===== config.mk =====
export PLATFORM = sky130hd
export DESIGN_NAME = page_count_quantized_pack
export DESIGN_NICKNAME = d
export VERILOG_FILES = /design/src/hdl/pcqp_pkg.sv /design/src/hdl/page_count_quantized_pack.sv
export VERILOG_INCLUDE_DIRS = /design/src /design/src/hdl
export SDC_FILE = /design/constraint.sdc
export NUM_CORES = 1
export LEC_CHECK = 0
export ABC_CLOCK_PERIOD_IN_PS = 2200
export BUFFER_PORTS_ARGS = -buffer_cell sky130_fd_sc_hd__buf_2
export CAP_MARGIN = 30
export CORE_ASPECT_RATIO = 0.6
export CORE_UTILIZATION = 53
export CTS_CLUSTER_SIZE = 16
export DETAILED_ROUTE_END_ITERATION = 10
export HOLD_SLACK_MARGIN = 0.08
export PLACE_DENSITY = 0.72
export SYNTH_ARGS = -nofsm -noshare
export SYNTH_HDL_FRONTEND = slang
export SYNTH_SLANG_ARGS = --single-unit

===== constraint.sdc =====
create_clock -name clk -period 2.2 [get_ports clk]
set_input_delay 0.33 -clock clk [delete_from_list [all_inputs] [get_ports clk]]
set_output_delay 0.33 -clock clk [all_outputs]
set_load 0.03 [all_outputs]

===== src/hdl/page_count_quantized_pack_macros.svh =====
// Assertion macros for the page count packer.
// Included by the top level; relies on clk and rst_n in the including module.
`ifndef PAGE_COUNT_QUANTIZED_PACK_MACROS_SVH
`define PAGE_COUNT_QUANTIZED_PACK_MACROS_SVH

// Same-cycle implication, checked outside reset.
`define PCQP_ASSERT_NOW(label, ante, cons, msg) \
  label: assert property (@(posedge clk) disable iff (!rst_n) (ante) |-> (cons)) \
    else $error(msg);

// Next-cycle implication, checked outside reset.
`define PCQP_ASSERT_NEXT(label, ante, cons, msg) \
  label: assert property (@(posedge clk) disable iff (!rst_n) (ante) |=> (cons)) \
    else $error(msg);

`endif


===== src/hdl/pcqp_pkg.sv =====
// Types and constants of the page count packer.
// Used by page_count_quantized_pack; depends on nothing else.
package pcqp_pkg;

  typedef logic [31:0] value_t;
  typedef logic [26:0] result_t;
  typedef logic [15:0] code_t;

  localparam logic ACT_ENCODE = 1'b0;
  localparam logic ACT_DECODE = 1'b1;

  localparam logic [31:0] EXACT_LIMIT   = 32'd32769;
  localparam logic [31:0] EVEN_LIMIT    = 32'd65536;
  localparam logic [31:0] SAT_LIMIT     = 32'd67108864;
  localparam code_t       ALL_ONES      = 16'hFFFF;
  localparam result_t     BASE_PAGES    = 27'd32768;
  localparam result_t     ALL_ONES_PAGES = 27'd65536;
  localparam result_t     SAT_CODE      = 27'd65533;
  localparam logic [3:0]  SHIFT_BIAS    = 4'd8;
  localparam int          EXP_BASE_BIT  = 19;

endpackage


===== src/hdl/page_count_quantized_pack.sv =====
// Page count packer: converts a page count to the 16-bit quantized code or back.
// Registered in stages 1, 2 and 3; one item per cycle while out_stall is low.
// Stage 1 classifies, stage 2 picks the exponent or shifts the decode mantissa,
// stage 3 forms the code or the page count. Each stage stalls only when full
// and blocked downstream. Reset (rst_n, synchronous, active low) empties the
// pipeline; payload registers are not reset.
`include "page_count_quantized_pack_macros.svh"

module page_count_quantized_pack (
  input  logic              clk,
  input  logic              rst_n,
  input  logic              in_valid,
  output logic              in_stall,
  input  logic              in_action,
  input  pcqp_pkg::value_t  in_value,
  output logic              out_valid,
  input  logic              out_stall,
  output pcqp_pkg::result_t out_result
);
  import pcqp_pkg::*;

  // Stage 1 registers.
  logic        v1_r, act1_r, pass1_r, all1_r, sat1_r;
  code_t       pval1_r;
  logic [25:0] d1_1_r;
  logic [11:0] mant1_r;
  logic [2:0]  exp1_r;
  // Stage 2 registers.
  logic        v2_r, act2_r, pass2_r, all2_r, sat2_r;
  code_t       pval2_r;
  logic [25:0] d1_2_r;
  logic [2:0]  e2_r;
  result_t     dsh2_r;
  // Output stage.
  logic        out_valid_r;
  result_t     out_result_r;

  logic rdy1, rdy2, rdy3;
  assign rdy3 = !out_valid_r || !out_stall;
  assign rdy2 = !v2_r || rdy3;
  assign rdy1 = !v1_r || rdy2;
  assign in_stall = !rdy1;

  // Stage 1 logic.
  code_t       s1_code;
  logic        s1_tagged, s1_exact, s1_sat;
  logic [31:0] s1_diff;
  assign s1_code   = in_value[15:0];
  assign s1_tagged = s1_code[15] & s1_code[0];
  assign s1_exact  = (in_value < EXACT_LIMIT) || ((in_value < EVEN_LIMIT) && !in_value[0]);
  assign s1_sat    = (in_value >= SAT_LIMIT);
  assign s1_diff   = in_value - EXACT_LIMIT;

  always_ff @(posedge clk) begin
    if (!rst_n) begin
      v1_r <= 1'b0;
    end else if (rdy1) begin
      v1_r <= in_valid;
    end
    if (rdy1) begin
      act1_r  <= in_action;
      pass1_r <= (in_action == ACT_DECODE) ? !s1_tagged : s1_exact;
      all1_r  <= (s1_code == ALL_ONES);
      sat1_r  <= s1_sat;
      pval1_r <= s1_code;
      d1_1_r  <= s1_diff[25:0];
      mant1_r <= {1'b0, s1_code[11:1]} + 12'd1;
      exp1_r  <= s1_code[14:12];
    end
  end

  // Stage 2 logic: smallest exponent whose range holds the offset count, and the decode mantissa shift amount.
  logic [2:0] s2_e;
  logic [3:0] s2_shamt;
  always_comb begin
    s2_e = 3'd7;
    for (int e = 6; e >= 0; e--) begin
      if ((d1_1_r >> (EXP_BASE_BIT + e)) == 26'd0) begin
        s2_e = 3'(e);
      end
    end
  end
  assign s2_shamt = {1'b0, exp1_r} + SHIFT_BIAS;

  always_ff @(posedge clk) begin
    if (!rst_n) begin
      v2_r <= 1'b0;
    end else if (rdy2) begin
      v2_r <= v1_r;
    end
    if (rdy2) begin
      act2_r  <= act1_r;
      pass2_r <= pass1_r;
      all2_r  <= all1_r;
      sat2_r  <= sat1_r;
      pval2_r <= pval1_r;
      d1_2_r  <= d1_1_r;
      e2_r    <= s2_e;
      dsh2_r  <= {15'd0, mant1_r} << s2_shamt;
    end
  end

  // Stage 3 logic: the mantissa is the offset count shifted down, rounding up
  // being folded into the offset of one.
  logic [3:0]  s3_shamt;
  logic [25:0] s3_shifted;
  code_t       s3_code;
  result_t     s3_result;
  assign s3_shamt   = {1'b0, e2_r} + SHIFT_BIAS;
  assign s3_shifted = d1_2_r >> s3_shamt;
  assign s3_code    = {1'b1, e2_r, s3_shifted[10:0], 1'b1};

  always_comb begin
    if (pass2_r) begin
      s3_result = {11'd0, pval2_r};
    end else if (act2_r == ACT_DECODE) begin
      s3_result = all2_r ? ALL_ONES_PAGES : (BASE_PAGES + dsh2_r);
    end else begin
      s3_result = sat2_r ? SAT_CODE : {11'd0, s3_code};
    end
  end

  always_ff @(posedge clk) begin
    if (!rst_n) begin
      out_valid_r <= 1'b0;
    end else if (rdy3) begin
      out_valid_r <= v2_r;
    end
    if (rdy3) begin
      out_result_r <= s3_result;
    end
  end

  assign out_valid  = out_valid_r;
  assign out_result = out_result_r;

  `PCQP_ASSERT_NOW(a_stall_full, in_stall, v1_r && v2_r && out_valid_r && out_stall, "input stalled while pipeline has room")
  `PCQP_ASSERT_NEXT(a_s2_to_out, v2_r && rdy3, out_valid_r, "item lost between stage 2 and output")
  `PCQP_ASSERT_NOW(a_mant_fits, v2_r && (act2_r == ACT_ENCODE) && !pass2_r && !sat2_r, (d1_2_r >> (5'd19 + {2'b00, e2_r})) == 26'd0, "encode mantissa exceeds 11 bits")

endmodule

After elaboration in Yosys (flattened, before gate mapping):

Cells that the tools add are included.

* multiplexer cells: 11
* $add $sub $neg: 5
* div/mod/pow operators: 0
* $mul: 0
* $lt $le $gt $ge: 3
* equal/unequal tests: 1
* reduce and logical (&&, ||, !) cells: 21
* shift-type cells: 2
* bitwise logic cells: 1

Operators by type and width (count)
* $logic_not 26->1: 7
* $mux 27: 2
* $ge 32x27->1 const B: 1
* $lt 32x16->1 const B: 1
* $lt 32x17->1 const B: 1
* $add 16x27->27 const A: 1
* $shl 12x4->27: 1
* $shr 26x4->11: 1
* $sub 26x16->26 const B: 1
* $eq 16x16->1 const B: 1
* $mux 16: 1
* $mux 15: 1
* $add 11x1->12 const B: 1
* $add 3x4->4 const B: 2
* $logic_not 1->1: 7
* $mux 3: 2
* $logic_or 1x1->1: 4
* $mux 2: 2
* $reduce_or 4->1: 1
* $mux 1: 3
* $reduce_or 2->1: 1
* $and 1x1->1: 1
* $logic_and 1x1->1: 1

* word-level logic and storage cells: 67
* bits in read-only memories: 0
* latch bits: 0
* output and inout port bits: 29
* memories: 0
* flip-flop bits (word level): 167
* bits in writable memories: 0

Depth between registers and ports, before layout:

Gate-level depths: netlist of the first run.

* depth after elaboration: 7
* gate-level depth with buffers: 6
* gate-level depth less buffers: 6

Least setup slack after synthesis of the first run:

Ideal clock, no wire load.

* path type: reg-to-reg
* from: reg out_valid_r (netlist: out_valid)
* to: reg v1_r
* arrival time: 2497 ps
* data required time: 2084 ps
* period minus slack after synthesis: 2613 ps
* setup slack: -413 ps
* cell stages (with the launch flop): 5
* path buffers: 0
* cell sequence: dfxtp_1 and3_1 nand2_1 inv_1 o21a_1

* cells in the longest elaborated chain, start to end: 4

Ends and longest elaborated chain
* start, declared: RTL line page_count_quantized_pack.sv:35 `logic out_valid_r;`
* start signal, assigned: RTL line page_count_quantized_pack.sv:127 `out_valid_r <= v2_r;`
* $logic_not 1->1: RTL line page_count_quantized_pack.sv:39 `assign rdy3 = !out_valid_r || !out_stall;`
* $logic_or 1x1->1: RTL line page_count_quantized_pack.sv:39
* $logic_or 1x1->1: RTL line page_count_quantized_pack.sv:40 `assign rdy2 = !v2_r || rdy3;`
* $logic_or 1x1->1: RTL line page_count_quantized_pack.sv:41 `assign rdy1 = !v1_r || rdy2;`
* end signal, assigned: RTL line page_count_quantized_pack.sv:58 `v1_r <= in_valid;`
* end, declared: RTL line page_count_quantized_pack.sv:23 `logic v1_r, act1_r, pass1_r, all1_r, sat1_r;`

No other way between the ends.
A chain may end at the register's enable or synchronous reset.

Worst setup path in the final report of the first run:

* from: reg e2_r[0]
* to: reg out_result_r[9] (netlist: out_result[9]) (data pin)

* cells in the longest elaborated chain, start to end: 5

Ends and longest elaborated chain
* start, declared: RTL line page_count_quantized_pack.sv:32 `logic [2:0] e2_r;`
* start signal, assigned: RTL line page_count_quantized_pack.sv:98 `e2_r <= s2_e;`
* $add 3x4->4: RTL line page_count_quantized_pack.sv:109 `assign s3_shamt = {1'b0, e2_r} + SHIFT_BIAS;`
* $shr 26x4->11: RTL line page_count_quantized_pack.sv:110 `assign s3_shifted = d1_2_r >> s3_shamt;`
* $mux 15: RTL line page_count_quantized_pack.sv:119 `s3_result = sat2_r ? SAT_CODE : {11'd0, s3_code};`
* $mux 27: RTL line page_count_quantized_pack.sv:116 `end else if (act2_r == ACT_DECODE) begin`
* $mux 16: RTL line page_count_quantized_pack.sv:114 `if (pass2_r) begin`
* named net s3_result[9]: RTL line page_count_quantized_pack.sv:108 `result_t s3_result;`
* end signal, assigned: RTL line page_count_quantized_pack.sv:130 `out_result_r <= s3_result;`
* end, declared: RTL line page_count_quantized_pack.sv:36 `result_t out_result_r;`

The timed path passes the listed nets, and every way through them passes these cells.

==> metrics.cfg, run 1 <==
[outcome]
outcome = complete, no violations

[detailed_routing]
wl_um = 13300
postRouteAntennaNets = 0
drt-pass1-iter-count = 5
wl_per_cell_um = 18.3
vias = 4185
drc = 0
drtIter0Drc = 355
vias_per_cell = 5.76

[worst_setup_path]
worst_path_largest_cell_delay_ns = 0.50
cp-start-kind = register
required_ns = 2.36
cp_max_fo = 20
critPathKind = register to register
endpoint_kind = register
crit_path_start = e2_r[0]
crit_arrival_ns = 2.10
cpMaxStageDelayCell = mux4_2
rrSetupSlack_ns = 0.26
crit_path_cell_trace = buf_12 > mux4_2 > mux2_2 > a221o_1
r2r_start = e2_r[0]

[synth]
synth-simple-area-share = 0.122
synthMuxAreaShare = 0.101
syn-cell-area_um2 = 6510
synth_top_area_frac = 0.631
netlist_top_cells_count = 137 x edfxtp_1, 53 x nand2_1, 25 x mux2i_1, 24 x nor2_1
yosysTopAreaCell = edfxtp_1
synthFlopType = edfxtp_1
synth.most_common_cell = edfxtp_1
syn_area_per_cell_um2 = 13.7
synth_edf_count = 137
ys_seq_elements = 140
netlist_instances = 477
synthAdderAreaFrac = 0.00768
synth_compound_area_frac = 0.0743
async_reset_ff_frac = 0
syn_nets = 518
synth_top_family_by_area = simple AND/OR/NAND/NOR gates
ys_top_cells_by_area = edfxtp_1 63%, mux2i_1 3.8%, mux4_2 3.5%
yosysWarningCount = 0
ys_types = 56
synth_xor_area_frac = 0.0323
yosysSeqAreaShare = 0.641

[timing]
worst_slack_ns = 0.263
fin_crit_ns = 1.94
hold_viol_final = 0
setup_viol = 0
setup_tns_ns = 0
slew_headroom = 0.493
slew_violations = 0
rsz0062_at_grt = no
timing.fmax_mhz = 516
period_share = 0.880
clock_skew_ns = 0.00855
worstMarginPinSlew_ns = 0.760

[power_and_ir_drop]
powerDensity_nw_per_um2 = 888
ir_drop_uv = 664
p_leak_nw = 3.01

[clock_network]
clock_latency_ns = 0.41
htreeDepth = 4
cts_tree = done
clock_tree.buffer_depth = 2
ctsResizeCount = 0
postCtsSetupRepairBufs = 0
ctsRootBufferMaster = clkbuf_16
clock_sinks = 140
cts_made_buffers = 17
clk_pin_slew_worst_paths_ns = 0.06
hold_buffers = 0

[floorplan]
dieArea_um2 = 12800
die_h_um = 87.9
coreArea_um2 = 11600
die_x_um = 145
row_count = 30
pin_count = 66
start_util = 0.560

[global_routing]
first_global_vias = 3760
grt_antenna_before_repair = 0
grt_pass1_wl_um = 20800
grt.total_usage = 0.222
grt_max_degree = 61
grt_overflow = 0

[finish]
multi_input_area_um2 = 2200
final_layout_size_suffix_gt1_frac = 0.260
register_area_um2 = 4170
diodes = 0
syn_to_final_growth_pct = 18.1
nNetsFinal = 594
nFillCells = 842

[run]
cap_viol_max_count = 0

[worst_hold_path]
min_path_type = input port to register
min-delay-start = in_action

[place]
place_ws_ns = 0.0966
hpwl_um = 9730
place.port_buffers = 65
gp_congestion = 0.869

-- worst paths after layout --
kind / end / cells past startpoint
worst max-delay path: out_result[9] / 4
worst max register to register: out_result[9] / 4
worst min register to register: d1_2_r[11] / 0
worst min-delay path: act1_r / 1
-- metal layers --
| layer | up-vias | wire, um | share of wire | track usage |
|---|---|---|---|---|
| met2 | 228 | 5080 | 0.38 | 0.287 |
| li1 | 1984 | - | - | - |
| met5 | - | 0 | 0 | 0 |
| met1 | 1965 | 6890 | 0.52 | 0.358 |
| met4 | 0 | 93 | 0.0070 | 0.0651 |
| met3 | 8 | 1250 | 0.094 | 0.0573 |
-- through the flow --
step	hold slack, ns	std cells	power, mW	cell area [um^2]	utilization
global route	0.104	726	7.05	7690	0.661
floorplan	0.400	477	3.71	6520	-
global placement	0.404	694	3.93	7080	0.608
detailed placement	0.405	694	3.96	7080	0.608
finish	0.110	726	6.83	7690	0.661
CTS	0.0983	726	6.87	7690	0.661
-- critical path: cells and delay by family, from the launching register on --
kind,cells,cell delay (ns)
compound gates,1,0.32
flops,1,0.38
buf+inv,1,0.19
mux,2,0.79
-- flip-flops by register name, indices dropped and copies added (netlist names), 3 cells and up --
| register | cells |
|---|---|
| d1_2_r | 18 |
| pval1_r | 16 |
| e2_r | 3 |
| mant1_r | 12 |
| pval2_r | 16 |
| d1_1_r | 18 |
| out_result | 27 |
| dsh2_r | 19 |
-- power breakdown --
part           total [mW]  switching (mW)  internal (mW)
Sequential           3.26           0.123           3.13
Clock                2.93            1.12           1.80
Combinational       0.654           0.383          0.271
Total                6.83            1.63           5.21
-- placed cells by master, fill, tap and decap left out, types with 3 or more instances in the layout --
master and n:
a21oi_1 8, a22o_1 4, and3_1 6, buf_12 3, buf_2 65, buf_4 9
bufinv_16 3, clkbuf_16 17, clkinv_4 3, clkinvlp_4 3, dfxtp_1 3, edfxtp_1 137
ha_1 4, inv_1 13, inv_6 4, mux2_2 16, mux2i_1 25, mux4_2 10
nand2_1 52, nand2b_1 7, nand3_1 10, nand4_1 5, nor2_1 24, nor2b_1 5
nor3_1 8, nor3b_1 3, nor4_1 7, o211ai_1 20, o21a_1 5, o21ai_0 19
o22ai_1 3, or3_1 4, or3_2 3, or4_1 3, xnor2_1 20, xor2_1 4
-- cell families after synthesis --
group,Yosys count
compound gates,72
xor+xnor,24
fa+ha+maj,4
buf+inv,34
flops,140
mux,51
simple gates,152
-- cell type report --
class	count	area share
repair buffers	77	0.0589
well taps	160	0.0260
clock buffers	17	0.0553
multi-input cells	303	0.286
inverters	14	0.00732
flip-flops and latches	140	0.543
clock inverters	15	0.0242
(Power assumes the default switching activity.)
==> run 2: changes to the inputs <==
Settings changed: CORE_MARGIN from default to 2.
==> run 2 against run 1 <==
Via count increased by 1.4%. Clock skew increased by 0.0012 ns. Global-route usage decreased by 0.37 points. Fmax increased by 1.2%.
==> metrics.cfg, run 2 (synthesized netlist as in run 1, its figures left out) <==
[worst_setup_path]
cp-start-kind = register
cp_max_fo = 10
rrSetupSlack_ns = 0.29
critPathKind = register to register
r2r-end = out_result[5]
crit_path_start = e2_r[1]
endpoint_kind = register
required_ns = 2.36
r2r_start = e2_r[1]
crit_arrival_ns = 2.07
r2r_cells = 5

[global_routing]
grt.total_usage = 0.218
grt_antenna_before_repair = 0
grt_overflow = 0
first_global_vias = 3882
grt_pass1_wl_um = 21700
grt_max_degree = 61

[clock_network]
cts_made_buffers = 17
ctsResizeCount = 0
ctsRootBufferMaster = clkbuf_16
hold_buffers = 0
cts_tree = done
postCtsSetupRepairBufs = 0
clock_tree.buffer_depth = 2
clk_pin_slew_worst_paths_ns = 0.06
clock_sinks = 140
htreeDepth = 4
clock_latency_ns = 0.42

[place]
hpwl_um = 9790
place_inst = 699
place.port_buffers = 65
gp_congestion = 0.850

[finish]
final_common_cell = edfxtp_1
largest_reg_flops = 27
syn_to_final_growth_pct = 17.8
nFillCells = 894
nNetsFinal = 594
multi_input_area_um2 = 2200
diodes = 0
register_area_um2 = 4170
final_layout_size_suffix_gt1_frac = 0.260
instances_no_fill = 731
most-common-layout-cells = 137 x edfxtp_1, 65 x buf_2, 52 x nand2_1, 25 x mux2i_1, 24 x nor2_1

[power_and_ir_drop]
finalPower_mw = 6.74
p_leak_nw = 3.00
ir_drop_uv = 651
powerDensity_nw_per_um2 = 878

[timing]
hold_viol_final = 0
slew_headroom = 0.504
period_share = 0.870
timing.fmax_mhz = 522
worstMarginPinSlew_ns = 0.744
rsz0062_at_grt = no
setup_tns_ns = 0
clock_skew_ns = 0.00975
setup_viol = 0
fin_crit_ns = 1.91
slew_violations = 0
hold_slack_ns = 0.105

[floorplan]
dieArea_um2 = 13200
die_x_um = 147
die_h_um = 89.9
coreArea_um2 = 12000
start_util = 0.542
pin_count = 66
row_count = 31

[worst_hold_path]
holdPathStages = 1
min_path_type = input port to register
min_to = act1_r
min-delay-start = in_action

[detailed_routing]
drc = 0
vias = 4243
postRouteAntennaNets = 0
drt-pass1-iter-count = 5
wl_um = 13700
wl_per_cell_um = 18.7
drtIter0Drc = 429
vias_per_cell = 5.80

[run]
cap_viol_max_count = 0

[outcome]
outcome = complete, no violations

==> run 2: cell types whose count changed in the layout (fill, tap and decap cells not counted) <==
cell,before,now
clkinv_4,3,4
bufinv_16,3,2
==> run 2: worst max path at each step <==
stage | end | cells after the start
4_1_cts | out_result[9] | 4
2_1_floorplan | in_stall | 3
6_report | out_result[5] | 5
5_1_grt | dsh2_r[16] | 3
3_3_place_gp | d1_1_r[25] | 7
3_5_place_dp | d1_1_r[25] | 7
==> run 2: cell type report <==
| cell class | instances | area share |
|---|---|---|
| Tap cell | 165 | 0.0269 |
| Multi-Input combinational cell | 303 | 0.286 |
| Clock buffer | 17 | 0.0554 |
| Timing Repair Buffer | 77 | 0.0590 |
| Sequential cell | 140 | 0.544 |
| Inverter | 14 | 0.00733 |
| Clock inverter | 15 | 0.0215 |
==> run 2: layer usage <==
metal	track usage	vias up	share of wire
met2	0.265	221	0.39
li1	-	1979	-
met5	0	-	0
met1	0.373	2029	0.51
met4	0.0633	0	0.0097
met3	0.0563	14	0.086
==> run 2: through the flow <==
step / utilization / setup slack (ns) / cell area, um^2
CTS: 0.639 / 0.299 / 7680
global placement: 0.589 / 0.00653 / 7090
detailed placement: 0.589 / -0.00725 / 7090
floorplan: - / 0.0782 / 6520
global route: 0.639 / 0.227 / 7680
finish: 0.639 / 0.286 / 7680
==> run 2: power breakdown <==
group          internal [mW]  switching [mW]
clock network           1.69            1.14
registers               3.13           0.123
logic                  0.270           0.388
==> run 2: worst max-delay path: stages (launching register included) <==
cell	delay, ns
edfxtp_1	0.66
buf_4	0.27
mux4_2	0.30
nand2_1	0.08
o211ai_1	0.09
a22o_1	0.24
